[src/rtl/wfs_pkg.sv]
// Shared types and codes for the wire field serializer.
`default_nettype none

package wfs_pkg;

    // Field kinds carried on the input tuser
    localparam logic [3:0] KIND_I8          = 4'd0;
    localparam logic [3:0] KIND_I16         = 4'd1;
    localparam logic [3:0] KIND_I32         = 4'd2;
    localparam logic [3:0] KIND_I64         = 4'd3;
    localparam logic [3:0] KIND_SVARINT     = 4'd4;
    localparam logic [3:0] KIND_UVARINT     = 4'd5;
    localparam logic [3:0] KIND_BOOL        = 4'd6;
    localparam logic [3:0] KIND_ARRAYLEN    = 4'd7;
    localparam logic [3:0] KIND_BYTESLEN    = 4'd8;
    localparam logic [3:0] KIND_STRLEN      = 4'd9;
    localparam logic [3:0] KIND_NULLSTR     = 4'd10;
    localparam logic [3:0] KIND_NULLARR     = 4'd11;
    localparam logic [3:0] KIND_VARBYTESLEN = 4'd12;
    localparam logic [3:0] KIND_TAGGED      = 4'd13;
    localparam logic [3:0] KIND_RAW         = 4'd14;

    // Configuration register indexes
    localparam logic [1:0] CFG_FLEXIBLE = 2'd0;
    localparam logic [1:0] CFG_MEASURE  = 2'd1;
    localparam logic [1:0] CFG_LIMIT    = 2'd2;

    localparam logic [31:0] OFFSET_MAX = 32'hFFFF_FFFF;
    localparam logic [31:0] LIMIT_RESET = 32'hFFFF_FFFF;

    // How the byte unit walks the loaded word
    typedef enum logic [1:0] {
        ENC_NONE,
        ENC_BE,
        ENC_VAR
    } t_enc;

    // Load word for the byte unit: big-endian values are left-aligned
    typedef struct packed {
        t_enc        enc;
        logic [3:0]  cnt;
        logic [63:0] val;
    } t_load;

    // One step of the byte unit
    typedef struct packed {
        logic [7:0] data;
        logic       last;
    } t_step;

endpackage

`default_nettype wire

[src/rtl/wfs_decode.sv]
// Field decode: maps kind, value and header mode to a byte unit load word.
`default_nettype none

module wfs_decode (
    input  wire logic [3:0]    i_kind,
    input  wire logic [63:0]   i_value,
    input  wire logic          i_flexible,
    output wfs_pkg::t_load     o_load
);

    logic [63:0] v_plus1;
    logic [63:0] zz_value;
    logic        v_zero;

    assign v_plus1  = i_value + 64'd1;
    assign v_zero   = (i_value == 64'd0);
    // zigzag: (v << 1) ^ sign mask
    assign zz_value = {i_value[62:0], 1'b0} ^ {64{i_value[63]}};

    always_comb begin
        o_load.enc = wfs_pkg::ENC_NONE;
        o_load.cnt = 4'd0;
        o_load.val = 64'd0;
        unique case (i_kind)
            wfs_pkg::KIND_I8, wfs_pkg::KIND_RAW: begin
                o_load.enc = wfs_pkg::ENC_BE;
                o_load.cnt = 4'd1;
                o_load.val = {i_value[7:0], 56'd0};
            end
            wfs_pkg::KIND_I16: begin
                o_load.enc = wfs_pkg::ENC_BE;
                o_load.cnt = 4'd2;
                o_load.val = {i_value[15:0], 48'd0};
            end
            wfs_pkg::KIND_I32: begin
                o_load.enc = wfs_pkg::ENC_BE;
                o_load.cnt = 4'd4;
                o_load.val = {i_value[31:0], 32'd0};
            end
            wfs_pkg::KIND_I64: begin
                o_load.enc = wfs_pkg::ENC_BE;
                o_load.cnt = 4'd8;
                o_load.val = i_value;
            end
            wfs_pkg::KIND_SVARINT: begin
                o_load.enc = wfs_pkg::ENC_VAR;
                o_load.val = zz_value;
            end
            wfs_pkg::KIND_UVARINT: begin
                o_load.enc = wfs_pkg::ENC_VAR;
                o_load.val = i_value;
            end
            wfs_pkg::KIND_BOOL: begin
                o_load.enc = wfs_pkg::ENC_BE;
                o_load.cnt = 4'd1;
                o_load.val = {7'd0, ~v_zero, 56'd0};
            end
            wfs_pkg::KIND_ARRAYLEN: begin
                if (i_flexible) begin
                    o_load.enc = wfs_pkg::ENC_VAR;
                    o_load.val = v_plus1;
                end else begin
                    o_load.enc = wfs_pkg::ENC_BE;
                    o_load.cnt = 4'd4;
                    o_load.val = {i_value[31:0], 32'd0};
                end
            end
            wfs_pkg::KIND_BYTESLEN: begin
                if (i_flexible) begin
                    o_load.enc = wfs_pkg::ENC_VAR;
                    o_load.val = v_plus1;
                end else begin
                    // empty byte string goes out as the null header
                    o_load.enc = wfs_pkg::ENC_BE;
                    o_load.cnt = 4'd4;
                    o_load.val = {(v_zero ? 32'hFFFF_FFFF : i_value[31:0]), 32'd0};
                end
            end
            wfs_pkg::KIND_STRLEN: begin
                if (i_flexible) begin
                    o_load.enc = wfs_pkg::ENC_VAR;
                    o_load.val = v_plus1;
                end else begin
                    o_load.enc = wfs_pkg::ENC_BE;
                    o_load.cnt = 4'd2;
                    o_load.val = {i_value[15:0], 48'd0};
                end
            end
            wfs_pkg::KIND_NULLSTR: begin
                if (i_flexible) begin
                    o_load.enc = wfs_pkg::ENC_VAR;
                end else begin
                    o_load.enc = wfs_pkg::ENC_BE;
                    o_load.cnt = 4'd2;
                    o_load.val = {16'hFFFF, 48'd0};
                end
            end
            wfs_pkg::KIND_NULLARR: begin
                if (i_flexible) begin
                    o_load.enc = wfs_pkg::ENC_VAR;
                end else begin
                    o_load.enc = wfs_pkg::ENC_BE;
                    o_load.cnt = 4'd4;
                    o_load.val = {32'hFFFF_FFFF, 32'd0};
                end
            end
            wfs_pkg::KIND_VARBYTESLEN: begin
                // zero is written as -1, whose zigzag form is 1
                o_load.enc = wfs_pkg::ENC_VAR;
                o_load.val = v_zero ? 64'd1 : zz_value;
            end
            wfs_pkg::KIND_TAGGED: begin
                if (i_flexible) begin
                    o_load.enc = wfs_pkg::ENC_VAR;
                end
            end
            default: begin
                o_load.enc = wfs_pkg::ENC_NONE;
            end
        endcase
    end

endmodule

`default_nettype wire

[src/rtl/wfs_byte_unit.sv]
// Shared shift unit: peels one wire byte per step off the loaded word.
`default_nettype none

module wfs_byte_unit (
    input  wire logic          i_clk,
    input  wire logic          i_load,
    input  wire wfs_pkg::t_load i_load_word,
    input  wire logic          i_step,
    output wfs_pkg::t_step     o_step
);

    wfs_pkg::t_enc r_enc;
    logic [3:0]    r_cnt;
    logic [63:0]   r_word;
    logic          more;

    assign more = |r_word[63:7];

    // Current byte and end-of-field flag
    always_comb begin
        if (r_enc == wfs_pkg::ENC_BE) begin
            o_step.data = r_word[63:56];
            o_step.last = (r_cnt == 4'd1);
        end else begin
            o_step.data = {more, r_word[6:0]};
            o_step.last = ~more;
        end
    end

    // Load or shift by one byte / one 7-bit group
    always_ff @(posedge i_clk) begin
        if (i_load) begin
            r_enc  <= i_load_word.enc;
            r_cnt  <= i_load_word.cnt;
            r_word <= i_load_word.val;
        end else if (i_step) begin
            if (r_enc == wfs_pkg::ENC_BE) begin
                r_word <= {r_word[55:0], 8'd0};
                r_cnt  <= r_cnt - 4'd1;
            end else begin
                r_word <= {7'd0, r_word[63:7]};
            end
        end
    end

endmodule

`default_nettype wire

[src/rtl/wire_field_serializer.sv]
// Top level: wire field serializer with sequencer, offset counter and output register.
//
// Input stream: one field per transfer, s_axis_tuser = kind (0..14), tdata = 64-bit value.
// Output stream: one transfer per wire byte; tlast marks the final byte of a field.
//   tdata = data byte and its byte offset, tuser = byte_valid and overflow flags.
// Configuration: write enable, 2-bit register index, 32-bit data; header mode,
//   measure mode and buffer limit; write only while the block is idle.
// Timing: the accept cycle loads a 64-bit shift unit; after that the unit gives
//   one byte per cycle while the output register can take it (always in
//   measure mode); the input stays not ready until a field of n bytes (1..10)
//   is done. The rate is set by the single byte-wide shift unit. In measure mode
//   the unit walks the n bytes, then one result with the new running total follows.
// A field that yields no bytes gives no transfer in emit mode.
// Bytes at offsets at or past the limit go out with byte_valid low and overflow
//   high; the running offset saturates at all ones.
// Reset clears offset, sequencer, output valid and mode bits; limit goes to all ones.
// A stalled receiver holds the output register; in emit mode the unit waits with it.
`default_nettype none

module wire_field_serializer (
    input  wire logic        i_clk,
    input  wire logic        i_rst_n,
    // input stream
    input  wire logic        s_axis_tvalid,
    output logic             s_axis_tready,
    input  wire logic [63:0] s_axis_tdata,   // [63:0] value
    input  wire logic [3:0]  s_axis_tuser,   // [3:0] req_type
    // output stream
    output logic             m_axis_tvalid,
    input  wire logic        m_axis_tready,
    output logic [39:0]      m_axis_tdata,   // [7:0] data_byte, [39:8] byte_offset
    output logic [1:0]       m_axis_tuser,   // [0] byte_valid, [1] overflow
    output logic             m_axis_tlast,
    // configuration writes
    input  wire logic        i_cfg_we,
    input  wire logic [1:0]  i_cfg_addr,
    input  wire logic [31:0] i_cfg_data
);

    typedef enum logic [1:0] {
        ST_IDLE,
        ST_RUN,
        ST_REPORT
    } t_state;

    t_state         r_state;
    logic           r_flexible;
    logic           r_measure;
    logic [31:0]    r_limit;
    logic [31:0]    r_offset;

    logic           r_o_valid;
    logic [7:0]     r_o_byte;
    logic [31:0]    r_o_offset;
    logic           r_o_byte_valid;
    logic           r_o_ovf;
    logic           r_o_last;

    wfs_pkg::t_load load_word;
    wfs_pkg::t_step step;
    logic           accept;
    logic           slot_free;
    logic           unit_step;
    logic           out_load;
    logic           drop;
    logic [31:0]    n_offset;

    assign accept    = s_axis_tvalid && s_axis_tready;
    assign slot_free = !r_o_valid || m_axis_tready;
    assign unit_step = (r_state == ST_RUN) && (r_measure || slot_free);
    // output register takes a new result this cycle
    assign out_load  = (unit_step && !r_measure) || ((r_state == ST_REPORT) && slot_free);
    assign drop      = (r_offset >= r_limit);
    assign n_offset  = (r_offset == wfs_pkg::OFFSET_MAX) ? r_offset : r_offset + 32'd1;

    assign s_axis_tready = (r_state == ST_IDLE);

    wfs_decode u_decode (
        .i_kind     (s_axis_tuser),
        .i_value    (s_axis_tdata),
        .i_flexible (r_flexible),
        .o_load     (load_word)
    );

    wfs_byte_unit u_unit (
        .i_clk       (i_clk),
        .i_load      (accept),
        .i_load_word (load_word),
        .i_step      (unit_step),
        .o_step      (step)
    );

    // Configuration registers
    always_ff @(posedge i_clk) begin
        if (!i_rst_n) begin
            r_flexible <= 1'b0;
            r_measure  <= 1'b0;
            r_limit    <= wfs_pkg::LIMIT_RESET;
        end else if (i_cfg_we) begin
            unique case (i_cfg_addr)
                wfs_pkg::CFG_FLEXIBLE: r_flexible <= i_cfg_data[0];
                wfs_pkg::CFG_MEASURE:  r_measure  <= i_cfg_data[0];
                wfs_pkg::CFG_LIMIT:    r_limit    <= i_cfg_data;
                default: ;
            endcase
        end
    end

    // Sequencer, running offset and output register
    always_ff @(posedge i_clk) begin
        if (!i_rst_n) begin
            r_state   <= ST_IDLE;
            r_offset  <= 32'd0;
            r_o_valid <= 1'b0;
        end else begin
            if (m_axis_tready && !out_load) begin
                r_o_valid <= 1'b0;
            end
            unique case (r_state)
                ST_IDLE: begin
                    if (accept) begin
                        if (load_word.enc != wfs_pkg::ENC_NONE) begin
                            r_state <= ST_RUN;
                        end else if (r_measure) begin
                            r_state <= ST_REPORT;
                        end
                    end
                end
                ST_RUN: begin
                    if (unit_step) begin
                        r_offset <= n_offset;
                        if (!r_measure) begin
                            r_o_valid      <= 1'b1;
                            r_o_byte       <= drop ? 8'd0 : step.data;
                            r_o_byte_valid <= ~drop;
                            r_o_ovf        <= drop;
                            r_o_offset     <= r_offset;
                            r_o_last       <= step.last;
                        end
                        if (step.last) begin
                            r_state <= r_measure ? ST_REPORT : ST_IDLE;
                        end
                    end
                end
                ST_REPORT: begin
                    if (slot_free) begin
                        r_o_valid      <= 1'b1;
                        r_o_byte       <= 8'd0;
                        r_o_byte_valid <= 1'b0;
                        r_o_ovf        <= 1'b0;
                        r_o_offset     <= r_offset;
                        r_o_last       <= 1'b1;
                        r_state        <= ST_IDLE;
                    end
                end
                default: r_state <= ST_IDLE;
            endcase
        end
    end

    assign m_axis_tvalid = r_o_valid;
    assign m_axis_tdata  = {r_o_offset, r_o_byte};
    assign m_axis_tuser  = {r_o_ovf, r_o_byte_valid};
    assign m_axis_tlast  = r_o_last;

endmodule

`default_nettype wire

[config.mk]
export PLATFORM = sky130hd
export DESIGN_NAME = wire_field_serializer
export DESIGN_NICKNAME = d
export VERILOG_FILES = /design/src/rtl/wfs_pkg.sv /design/src/rtl/wfs_decode.sv /design/src/rtl/wfs_byte_unit.sv /design/src/rtl/wire_field_serializer.sv
export SDC_FILE = /design/constraint.sdc
export NUM_CORES = 1
export LEC_CHECK = 0
export ABC_AREA = 1
export CELL_PAD_IN_SITES_DETAIL_PLACEMENT = 0
export CELL_PAD_IN_SITES_GLOBAL_PLACEMENT = 1
export CORE_ASPECT_RATIO = 0.7
export CORE_MARGIN = 10
export CORE_UTILIZATION = 47
export CTS_CLUSTER_SIZE = 28
export DETAILED_ROUTE_END_ITERATION = 8
export DONT_BUFFER_PORTS = 1
export GPL_TIMING_DRIVEN = 0
export PLACE_DENSITY_LB_ADDON = 0.1
export SYNTH_ARGS = -nofsm -noshare
export SYNTH_HDL_FRONTEND = slang
export SYNTH_SLANG_ARGS = --single-unit
[constraint.sdc]
create_clock -name i_clk -period 7.9 [get_ports i_clk]
set_input_delay 1.58 -clock i_clk [delete_from_list [all_inputs] [get_ports i_clk]]
set_output_delay 1.58 -clock i_clk [all_outputs]
set_load 0.01 [all_outputs]
# --- Word-level counts from Yosys, hierarchy flattened ---
# Cells that the tools add are included.
totals:
  regBits: 182
  latch_bits: 0
  ram_bits: 0
  romBits: 0
  inputBits: 107
  out_inout_bits: 45
  word_cells: 138
  n_memories: 0
classes:
  addsub: 3
  mul: 0
  div_mod_pow: 0
  n_lt_le_gt_ge: 1
  eq_ne: 27
  shifts: 0
  muxes: 54
  bitwise_logic: 5
  n_reduce_logical: 34
ops:
  columns: ["op", "count"]
  rows:
  - ["one-hot mux 64 bit (12 select lines)", 1]
  - ["two-way mux 64 bit", 7]
  - ["two-way mux 32 bit", 4]
  - ["two-way mux 67 bit", 1]
  - ["two-way mux 66 bit", 1]
  - ["adder 64 x 1 -> 64 bit, second input constant", 1]
  - ["zero test 64 bit", 1]
  - ["one-hot mux 32 bit (2 select lines)", 1]
  - ["XOR 64 bit", 1]
  - ["OR reduction 57 bit", 1]
  - ["adder 32 x 1 -> 32 bit, second input constant", 1]
  - ["== test 32 bit, second input constant", 1]
  - ["greater-or-equal comparator 32 bit", 1]
  - ["two-way mux 8 bit", 4]
  - ["one-hot mux 4 bit (8 select lines)", 1]
  - ["== test 4 bit, second input constant", 7]
  - ["two-way mux 2 bit", 10]
  - ["== test 4 x 3 -> 1 bit, second input constant", 4]
  - ["one-hot mux 8 bit (2 select lines)", 1]
  - ["two-way mux 1 bit", 12]
  - ["two-way mux 4 bit", 3]
  - ["AND reduction 5 bit", 2]
  - ["two-way mux 9 bit", 1]
  - ["== test 4 x 1 -> 1 bit, second input constant", 2]
  - ["24 further kinds", 55]

# --- Depth between registers and ports, before layout ---
# Gate-level depths: netlist (run 1).
depth:
  depth_word: 12
  depth_mapped: 16
  depth_no_buf: 14

# --- Modules after synthesis ---
# Synthesis (run 1) repeated with hierarchy kept, for this count alone.
unflattened:
  hier_cells: 2466
  area_unflattened_um2: 16096.7
by_module_without_submodules:
  columns: ["module", "instances", "cells_per_inst", "area_per_inst_um2", "seq_area_each_um2"]
  rows:
  - ["wfs_decode", 1, 1333, 6682.7, 0.0]
  - ["wire_field_serializer", 1, 689, 5693.0, 2672.6]
  - ["wfs_byte_unit", 1, 444, 3721.1, 2102.0]

# --- Least setup slack after synthesis (run 1) ---
# Ideal clock, no wire load.
synth_timing:
  kind: "input port to flip-flop"
  startpoint: "input i_rst_n"
  endpoint: "register r_o_last, in the netlist m_axis_tlast (enable)"
  setup_ps: 550
  arrival_ps: 6073
  required_ps: 7350
  path_slack_ps: 1277
  stages: 3
  path_buffers: 1
  path_cell_list: "clkbuf_1 -> inv_2 -> nor4_1"
synth_via:
  elab_chain_cells: 1
synth_lines:
  columns: ["item", "line_no", "text"]
  rows:
  - ["start, declared", "wire_field_serializer.sv:22", "input wire logic i_rst_n,"]
  - ["AND reduction 5 bit (no line)", null, null]
  - ["end signal, assigned", "wire_field_serializer.sv:138", "r_o_last <= step.last;"]
  - ["end, declared", "wire_field_serializer.sv:57", "logic r_o_last;"]
# Every way passes these cells.
# A chain may end at the register's enable or synchronous reset.

# --- Worst setup path in the final report (run 1) ---
layout_timing:
  startpoint: "input s_axis_tdata[63]"
  endpoint: "register u_unit.r_word[32], data pin"
layout_via:
  elab_chain_cells: 5
  word_cells_on_any_way: 7
  classes_between: "mux: 5; bitwise: 1; reduce/logical: 1"
layout_lines:
  columns: ["item", "line_no", "text"]
  rows:
  - ["start, declared", "wire_field_serializer.sv:26", "input wire logic [63:0] s_axis_tdata,"]
  - ["zero test 64 bit", "wfs_decode.sv:16", "assign v_zero = (i_value == 64'd0);"]
  - ["two-way mux 32 bit", "wfs_decode.sv:76", "o_load.val = {(v_zero ? 32'hFFFF_FFFF : i_value[31:0]), 32'd0};"]
  - ["two-way mux 64 bit", "wfs_decode.sv:69", "if (i_flexible) begin"]
  - ["one-hot mux 64 bit (12 select lines) (*)", "wfs_decode.sv:24", "unique case (i_kind)"]
  - ["two-way mux 64 bit (*)", "wfs_byte_unit.sv:32", "if (i_load) begin"]
  - ["end signal, assigned", "wfs_byte_unit.sv:35", "r_word <= i_load_word.val;"]
  - ["end signal, assigned", "wfs_byte_unit.sv:38", "r_word <= {r_word[55:0], 8'd0};"]
  - ["end signal, assigned", "wfs_byte_unit.sv:41", "r_word <= {7'd0, r_word[63:7]};"]
  - ["end, declared", "wfs_byte_unit.sv:14", "logic [63:0] r_word;"]
# Every way passes the cells marked *; elsewhere a longest branch is shown, timed or not.

==> impl_metrics.tcl, run 1 <==
set metrics [dict create \
    status "finished clean" \
    max_slew.worst_pin.slew_ps 1090 \
    use_met3 0.170 \
    slew_viol_final 0 \
    yosysSeqAreaShare 0.309 \
    period_needed_ps 4460 \
    cts_inserted_buffers 17 \
    insertion_delay_ps 440 \
    dp.cells 2832 \
    grt_max_degree 65 \
    gp_congestion 1.13 \
    post_cts_buffers 0 \
    clock-sinks 182 \
    finalSetupViolations 0 \
    peakVddDrop_v 0.000184 \
    drc 0 \
    io_pins 152 \
    cts_buffer_depth 2 \
    syn_inst 2399 \
    antenna_found_initial 3 \
    yosys.area.top_type_share 0.219 \
    finalPower_w 0.00385 \
    hold_viol_final 0 \
    ctsHtreeMaxLevel 4 \
    grt_pass1_wl_mm 108 \
    ys_types 51 \
    design.core.area_um2 32400 \
    final_cells 2865 \
    cts_hold_buffers 0 \
    finalInstanceArea_um2 16600 \
    slew_headroom 0.266 \
    multi_input_area_um2 9150 \
    grt_busiest_layer "met1" \
    dpl.hpwl_mm 60.1 \
    die_y_um 172 \
    p_leak_nw 7.20 \
    synth_edf_count 113 \
    layout-drive-gt1-share 0.0886 \
    synth_top_flop_cell "edfxtp_1" \
    layout_commonest_cell "nand2_1" \
    met2_usage 0.449 \
    ys_ff_latch 182 \
    num_rows 55 \
    placed_area_um2 16100 \
    grt.total_usage 0.363 \
    rsz0062_at_grt "false" \
    grt.met1_usage 0.534 \
    crit_fanout 10 \
    layout_common_cells "nand2_1 (753), nor2_1 (339), inv_1 (211)" \
    grt_pass1_vias 15800 \
    fin_util 0.513 \
    cp.required_ps 8220 \
    synthTopCellsByArea "edfxtp_1 (22%), nand2_1 (18%), dfxtp_1 (8.9%), nor2_1 (8.2%), nand3_1 (5.8%)" \
    fin_crit_sh 0.564 \
    yosysWarnings 0 \
    n_fill_cell 3358 \
    synth_top_cell_by_area "edfxtp_1" \
    place.port_buffers 0 \
    synth-async-reset-ratio 0 \
    start_util 0.477 \
    finClkSkew_ps 11.6 \
    register_area_um2 4770 \
    cp-end-kind "flip-flop" \
    maxCapViolations 0 \
    finalWirelength_mm 76.4 \
    clockRootBuffer "clkbuf_16" \
    vias 17600 \
    synth.net_count 2548 \
    cts_tree "yes" \
    cts_resized 0 \
    synth_area_per_cell_um2 6.45 \
    syn2layout_area_growth_pct 7.46 \
    cts.clk_slew.worst_paths_ps 70 \
    fp.dieW_um 237 \
    wl_per_cell_um 26.7 \
    hold_path_class "flip-flop to flip-flop" \
    cellPowerDensity_nw_per_um2 232 \
    nNetsFinal 2573 \
    crit_type "primary input to flip-flop" \
    whs_ps 513 \
    ant_nets 0 \
    worstPathArrival_ps 4770 \
    grt_overflow 0 \
    drt-vias-per-instance 6.14 \
    timing.fmax_mhz 224 \
    cp-start-kind "primary input" \
    die_area_um2 40700 \
    syn_area_um2 15500 \
    drtPass1Iterations 6 \
    drtIter0Drc 3068 \
]
==> registers in the layout, indices dropped and copies added, names as in the netlist <==
name            flops
r_state             2
u_unit.r_cnt        4
u_unit.r_word      64
r_o_offset         32
r_limit            32
r_measure           1
r_o_ovf             1
m_axis_tvalid       1
r_offset           32
r_o_byte            8
m_axis_tlast        1
u_unit.r_enc        2
r_o_byte_valid      1
r_flexible          1
==> layout make-up <==
class / count / share of cell area
clock inverter: 12 / 0.00542
clock buffer: 20 / 0.0281
multi-input combinational: 1856 / 0.550
tap: 427 / 0.0321
inverter: 231 / 0.0523
sequential: 182 / 0.287
antenna: 1 / 0.000151
timing repair buffer: 6 / 0.00271
buffer: 130 / 0.0415
==> per-layer routing <==
layer | wire length (µm) | share of wire | vias to the layer above
li1 | - | - | 7836
met1 | 33400 | 0.44 | 8282
met5 | 91 | 0.0012 | -
met2 | 27200 | 0.36 | 1333
met4 | 1960 | 0.026 | 2
met3 | 13700 | 0.18 | 138
==> path summary, 6_finish.rpt <==
| path | from | endpoint | slack (ps) | cells past startpoint |
|---|---|---|---|---|
| worst max register to register | r_offset[23]$_SDFFE_PN0P_ | r_o_byte[3]$_SDFFCE_PP0P_ | 4760 | 8 |
| worst min register to register | r_limit[17]$_SDFFE_PN1P_ | r_limit[17]$_SDFFE_PN1P_ | 510 | 2 |
| worst min-delay path | r_limit[17]$_SDFFE_PN1P_ | r_limit[17]$_SDFFE_PN1P_ | 510 | 2 |
| worst max-delay path | s_axis_tdata[63] | u_unit.r_word[32]$_DFFE_PP_ | 3440 | 14 |
==> per-stage QoR <==
step                setup slack (ps)  setup TNS, ps
detailed placement              3250              0
CTS                             3700              0
finish                          3440              0
floorplan                       1280              0
global route                    3420              0
global placement               -1090         -46380
==> kinds of logic after synthesis <==
logic type	count (synthesis)	share of synthesized area
xor+xnor	88	0.0498
simple gates	1425	0.389
compound gates	294	0.113
buf+inv	361	0.101
flops	182	0.309
fa+ha+maj	42	0.0340
mux	7	0.00453
==> critical path, cell delays in order <==
cell	delay (ps)
buf_2	200
clkinv_1	260
clkbuf_1	570
ha_1	340
nand2_1	80
nor2_1	150
nand2_1	120
nor2_1	120
nand3_1	460
nand2_1	210
inv_1	70
o21ai_1	420
nand2_1	100
nand2_1	80
==> report_power, final <==
part | internal (W) | switching [W]
clock | 0.000433 | 0.000392
combinational | 0.000358 | 0.000905
sequential | 0.00144 | 0.000320
==> synthesized netlist by cell type, types with 25 or more instances <==
cell type,count
a21oi_1,66
a22oi_1,35
buf_2,63
clkbuf_1,40
dfxtp_1,69
edfxtp_1,113
ha_1,42
inv_1,211
nand2_1,754
nand3_1,179
nand4_1,37
nor2_1,339
nor2_2,25
nor3_1,36
o211ai_1,41
o21ai_0,97
xnor2_1,30
xor2_1,58
Note: power is estimated with default switching activity, not from simulation.
==> run 2, diff against run 1 <==
--- a/config.mk
+++ b/config.mk
@@ -5,12 +5,12 @@
 export SDC_FILE = /design/constraint.sdc
 export NUM_CORES = 1
 export LEC_CHECK = 0
-export ABC_AREA = 1
+export ABC_AREA = 0
 export CELL_PAD_IN_SITES_DETAIL_PLACEMENT = 0
 export CELL_PAD_IN_SITES_GLOBAL_PLACEMENT = 1
 export CORE_ASPECT_RATIO = 0.7
 export CORE_MARGIN = 10
-export CORE_UTILIZATION = 47
+export CORE_UTILIZATION = 44
 export CTS_CLUSTER_SIZE = 28
 export DETAILED_ROUTE_END_ITERATION = 8
 export DONT_BUFFER_PORTS = 1
==> constraint.sdc (replaced) <==
create_clock -name i_clk -period 3.85 [get_ports i_clk]
set_input_delay 0.77 -clock i_clk [delete_from_list [all_inputs] [get_ports i_clk]]
set_output_delay 0.77 -clock i_clk [all_outputs]
set_load 0.01 [all_outputs]
==> impl_metrics.tcl, run 2 <==
set metrics [dict create \
    hp-start "i_cfg_data[19]" \
    cp_slowest_cell "clkbuf_1" \
    grt_pass1_wl_mm 89.5 \
    synth.net_count 1767 \
    max_slew.worst_pin.slew_ps 1440 \
    grt_overflow 0 \
    hold_depth 2 \
    grt_pass1_vias 12900 \
    drt-vias-per-instance 6.77 \
    syn_area_um2 13600 \
    ys_ff_latch 182 \
    slew_headroom 0.0265 \
    vias 14000 \
    period_needed_ps 4000 \
    timing.fmax_mhz 250 \
    layout_common_cells "nand2_1 (208), a21oi_1 (118), edfxtp_1 (113)" \
    design.core.area_um2 30200 \
    crit_top_cell "clkbuf_1" \
    num_rows 53 \
    whs_ps 471 \
    cts_buffer_depth 2 \
    grt.total_usage 0.314 \
    rr_worst_depth 9 \
    hold_path_class "primary input to flip-flop" \
    yosys.area.top_type_share 0.250 \
    finClkSkew_ps 10.1 \
    crit_fanout 10 \
    r2r-start "r_state[0]$_SDFFE_PN0P_" \
    antenna_found_initial 1 \
    slowest_delay_ps 710 \
    n_fill_cell 2964 \
    drtIter0Drc 2081 \
    largest_register_ffs 64 \
    cts.clk_slew.worst_paths_ps 70 \
    cp.required_ps 4010 \
    reg2reg_to "u_unit.r_word[7]$_DFFE_PP_" \
    grt.met1_usage 0.461 \
    met2_usage 0.417 \
    layout_commonest_cell "nand2_1" \
    fin_crit_sh 1.04 \
    die_y_um 167 \
    ant_nets 0 \
    synth-async-reset-ratio 0 \
    start_util 0.449 \
    cellPowerDensity_nw_per_um2 500 \
    place_ws_ps -1170 \
    num_antenna_cells 0 \
    violations "negative setup slack" \
    syn2layout_area_growth_pct 9.11 \
    fin_util 0.490 \
    cp-end-kind "flip-flop" \
    yosysSeqAreaShare 0.352 \
    maxCapViolations 0 \
    place.port_buffers 0 \
    grt_busiest_layer "met1" \
    hold_end "r_limit[19]$_SDFFE_PN1P_" \
    synth_top_cell_by_area "edfxtp_1" \
    slew_viol_final 0 \
    placed_area_um2 14100 \
    drc 0 \
    cp-start-kind "primary input" \
    cts_tree "yes" \
    yosysWarnings 0 \
    finalInstanceArea_um2 14800 \
    path_buf_inv 2 \
    worst_slack_ps -146 \
    finalSetupViolations 1 \
    syn_inst 1618 \
    use_met3 0.111 \
    synth_common_cells "nand2_1 (209), a21oi_1 (118), edfxtp_1 (113)" \
    p_leak_nw 5.32 \
    ys_types 89 \
    regMostFlops "u_unit.r_word" \
    multi_input_area_um2 7910 \
    dpl.hpwl_mm 49.0 \
    cts_inserted_buffers 17 \
    crit_chain "clkbuf_1, and4_1, nand4_1, or2_1, clkbuf_1, or4_1, a31oi_1, o21ai_1" \
    hold_viol_final 0 \
    io_pins 152 \
    worstPathArrival_ps 4150 \
    synthTopCellsByArea "edfxtp_1 (25%), dfxtp_1 (10%), nand2_1 (5.8%), a21oi_1 (4.4%), xor2_1 (4.2%)" \
    drtPass1Iterations 6 \
    synth_top_flop_cell "edfxtp_1" \
    r2r_slack_ps 270 \
    finalPower_w 0.00739 \
    synth_edf_count 113 \
    synth_area_per_cell_um2 8.38 \
    synth_most_common_cell "nand2_1" \
    register_area_um2 4770 \
    wl_per_cell_um 30.4 \
    ctsHtreeMaxLevel 4 \
    nNetsFinal 1789 \
    clock-sinks 182 \
    layout-drive-gt1-share 0.0714 \
    fp.dieW_um 230 \
    insertion_delay_ps 440 \
    peakVddDrop_v 0.000433 \
    die_area_um2 38300 \
    finalWirelength_mm 62.7 \
    gp_congestion 1.03 \
    status "finished with violations" \
    crit_type "primary input to flip-flop" \
    clockRootBuffer "clkbuf_16" \
    rsz0062_at_grt "false" \
    grt_max_degree 65 \
    path_delay_family "simple AND/OR/NAND/NOR gates" \
]
[run 2: cell count changes in the layout (fill, tap and decap cells not counted), moves of 25 or more]
| cell | change |
|---|---|
| clkbuf_1 | +48 |
| a21oi_1 | +52 |
| buf_2 | -27 |
| a221o_1 | +31 |
| o21ai_0 | -41 |
| a221oi_1 | +29 |
| nor2_2 | -25 |
| nand3_1 | -129 |
| nor2_1 | -252 |
| inv_1 | -155 |
| nor4_1 | +41 |
| nand2_1 | -545 |
[run 2: area by class of cell]
type / count / share of cell area
sequential: 182 / 0.323
tap: 412 / 0.0349
clock buffer: 19 / 0.0293
buffer: 163 / 0.0485
multi-input combinational: 1215 / 0.535
inverter: 57 / 0.0145
clock inverter: 13 / 0.0123
timing repair buffer: 4 / 0.00288
[run 2: per-stage QoR]
stage                     TNS, ps  instances
after global placement     -92520       2030
after CTS                       0       2063
final                        -146       2065
after detailed placement   -43050       2032
after floorplan                 0       1618
after global routing            0       2065
[run 2: worst max path at each step]
stage / endpoint / start / slack [ps] / depth (start not counted)
4_1_cts: u_unit.r_word[52]$_DFFE_PP_ / s_axis_tdata[27] / 60 / 7
3_3_place_gp: u_unit.r_word[17]$_DFFE_PP_ / s_axis_tdata[63] / -1210 / 12
3_5_place_dp: u_unit.r_word[17]$_DFFE_PP_ / s_axis_tdata[63] / -1170 / 12
2_1_floorplan: u_unit.r_word[17]$_DFFE_PP_ / s_axis_tdata[63] / 590 / 12
6_report: u_unit.r_word[59]$_DFFE_PP_ / s_axis_tdata[28] / -150 / 8
5_1_grt: u_unit.r_word[17]$_DFFE_PP_ / s_axis_tdata[63] / 20 / 11
[run 2: routing by layer]
metal,up-vias,share of wire
met2,921,0.39
met3,122,0.14
met1,6837,0.44
li1,6099,-
met4,0,0.026
met5,-,0
[run 2: power by group]
part / switching (W) / internal [W]
clock network: 0.000760 / 0.00108
registers: 0.000576 / 0.00276
logic: 0.00150 / 0.000710
total: 0.00284 / 0.00456
[run 2: logic make-up (layout without fill, tap and decap cells)]
family                   Yosys count  in the layout  share of synthesized area
adder cells (fa/ha/maj)           42             42                     0.0388
flip-flops                       182            182                      0.352
XOR/XNOR                         110            110                     0.0711
buffers and inverters            221            256                     0.0680
AND/OR/NAND/NOR                  598            598                      0.225
AO/OA/AOI/OAI                    433            433                      0.221
multiplexers                      32             32                     0.0238
[run 2: what timing repair did]
item | in CTS | in global routing
hold buffers | 0 | 0
resized for setup | 3 | 15
endpoints found under the setup margin | 59 | 17
pin swaps | 0 | 1
setup buffers | 0 | 2
==> run 3, diff against run 2 <==
--- a/config.mk
+++ b/config.mk
@@ -10,7 +10,7 @@
 export CELL_PAD_IN_SITES_GLOBAL_PLACEMENT = 1
 export CORE_ASPECT_RATIO = 0.7
 export CORE_MARGIN = 10
-export CORE_UTILIZATION = 44
+export CORE_UTILIZATION = 49
 export CTS_CLUSTER_SIZE = 28
 export DETAILED_ROUTE_END_ITERATION = 8
 export DONT_BUFFER_PORTS = 1
==> constraint.sdc (replaced) <==
create_clock -name i_clk -period 4.15 [get_ports i_clk]
set_input_delay 0.83 -clock i_clk [delete_from_list [all_inputs] [get_ports i_clk]]
set_output_delay 0.83 -clock i_clk [all_outputs]
set_load 0.01 [all_outputs]
==> impl_metrics.tcl, run 3 (synthesis gave the netlist of run 2 again) <==
set metrics [dict create \
    insertion_delay_ps 440 \
    regMostFlops "u_unit.r_word" \
    rsz0062_at_grt "false" \
    period_needed_ps 4180 \
    slew_headroom -0.0413 \
    worstPathArrival_ps 4380 \
    layout-drive-gt1-share 0.0666 \
    design.core.area_um2 27000 \
    crit_top_cell "clkbuf_1" \
    cp-end-kind "flip-flop" \
    ant_nets 0 \
    hold_path_class "flip-flop to flip-flop" \
    ctsHtreeMaxLevel 4 \
    io_pins 152 \
    crit_type "primary input to flip-flop" \
    register_area_um2 4770 \
    drtPass1Iterations 5 \
    layout_commonest_cell "nand2_1" \
    n_fill_cell 2534 \
    dpl.hpwl_mm 47.7 \
    drc 0 \
    fp.dieW_um 219 \
    max_slew.worst_pin.slew_ps 1540 \
    seq_power_share 0.454 \
    drt-vias-per-instance 6.96 \
    p_sw_w 0.00267 \
    antenna_found_initial 1 \
    p_int_w 0.00416 \
    drtIter0Drc 2271 \
    crit_fanout 10 \
    dp.cells 1984 \
    finClkSkew_ps 15.8 \
    multi_input_area_um2 7900 \
    cts_hold_buffers 0 \
    cts_tree "yes" \
    worst_slack_ps -26.7 \
    p_leak_nw 5.32 \
    slowest_delay_ps 710 \
    cts_buffer_depth 2 \
    violations "max-capacitance violations, max-slew violations, negative setup slack" \
    slew_viol_final 8 \
    finalWirelength_mm 61.2 \
    placed_area_um2 14100 \
    grt_max_degree 65 \
    num_rows 50 \
    cp-start-kind "primary input" \
    grt_overflow 0 \
    grt.total_usage 0.337 \
    finalSetupViolations 1 \
    clockRootBuffer "clkbuf_16" \
    final_cells 2016 \
    start_util 0.503 \
    p_comb_frac 0.298 \
    timing.fmax_mhz 239 \
    grt_pass1_vias 12900 \
    finalInstanceArea_um2 14700 \
    cp_slowest_cell "clkbuf_1" \
    cts_inserted_buffers 17 \
    hold_viol_final 0 \
    status "finished with violations" \
    peakVddDrop_v 0.000453 \
    place_ws_ps -1140 \
    wl_per_cell_um 30.4 \
    vias 14000 \
    crit_chain "clkbuf_1, inv_1, ha_1, nor4b_1, nand4_1, nor4_4, buf_2, a21oi_2, clkbuf_1, a211oi_1, a21oi_1" \
    syn2layout_area_growth_pct 8.37 \
    path_buf_inv 4 \
    grt_pass1_wl_mm 87.7 \
    die_y_um 159 \
    die_area_um2 34800 \
    largest_register_ffs 64 \
    nNetsFinal 1787 \
    layout_common_cells "nand2_1 (208), a21oi_1 (118), edfxtp_1 (113)" \
    cellPowerDensity_nw_per_um2 465 \
    place.port_buffers 0 \
    cts.clk_slew.worst_paths_ps 70 \
    clock-sinks 182 \
    maxCapViolations 1 \
    p_clk_frac 0.248 \
    path_delay_family "buffers and inverters" \
    fin_crit_sh 1.01 \
    cp.required_ps 4350 \
    netSwitchingFraction 0.390 \
    gp_congestion 1.06 \
]
[run 3: cell types whose count changed in the layout (fill, tap and decap cells not counted), sizes merged]
cell,delta
buf,-1
inv,+3
bufinv,-3
diode,+1
clkinvlp,-5
clkdlybuf4s15,-1
clkbuf,+1
clkinv,+4
[run 3: power by group through the flow]
stage	Sequential (W)	Clock [W]	Combinational [W]
floorplan	0.00283	0	0.00134
global placement	0.00310	0	0.00192
detailed placement	0.00308	0	0.00196
CTS	0.00305	0.00169	0.00197
global route	0.00310	0.00177	0.00218
finish	0.00310	0.00169	0.00203
[run 3: final timing paths]
path / cells past startpoint / end / from / slack, ps
min reg2reg: 0 / r_o_offset[11]$_DFFE_PP_ / r_offset[11]$_SDFFE_PN0P_ / 490
min: 0 / r_o_offset[11]$_DFFE_PP_ / r_offset[11]$_SDFFE_PN0P_ / 490
max reg2reg: 10 / u_unit.r_word[30]$_DFFE_PP_ / r_state[0]$_SDFFE_PN0P_ / 590
max: 11 / u_unit.r_word[42]$_DFFE_PP_ / s_axis_tdata[0] / -30
[run 3: cell type report]
| type | count | share of cell area |
|---|---|---|
| timing repair buffer | 2 | 0.00187 |
| multi-input combinational | 1215 | 0.538 |
| inverter | 57 | 0.0146 |
| clock inverter | 12 | 0.00758 |
| sequential | 182 | 0.325 |
| tap | 364 | 0.0310 |
| buffer | 163 | 0.0480 |
| clock buffer | 20 | 0.0341 |
| antenna | 1 | 0.000170 |
[run 3: per-layer routing]
layer	vias to the layer above	wire length, µm	GRT usage	part of all wire
met4	2	2080	0.114	0.034
met1	6837	26100	0.490	0.43
li1	6083	-	-	-
met2	972	23700	0.435	0.39
met5	-	15	0	0.00024
met3	143	9370	0.131	0.15
[run 3: metrics by stage]
stage                     TNS, ps  total power (W)   util  hold WS (ps)
after floorplan                 0          0.00417      -           434
after global routing            0          0.00705  0.545           521
after global placement     -73850          0.00501  0.520           467
after CTS                       0          0.00670  0.544           494
final                       -26.7          0.00683  0.545           492
after detailed placement   -43480          0.00504  0.521           477
[run 3: repair_timing]
action,CTS,global route
endpoints found under the setup margin,58,0
gates resized for setup,3,0
setup buffers,0,0
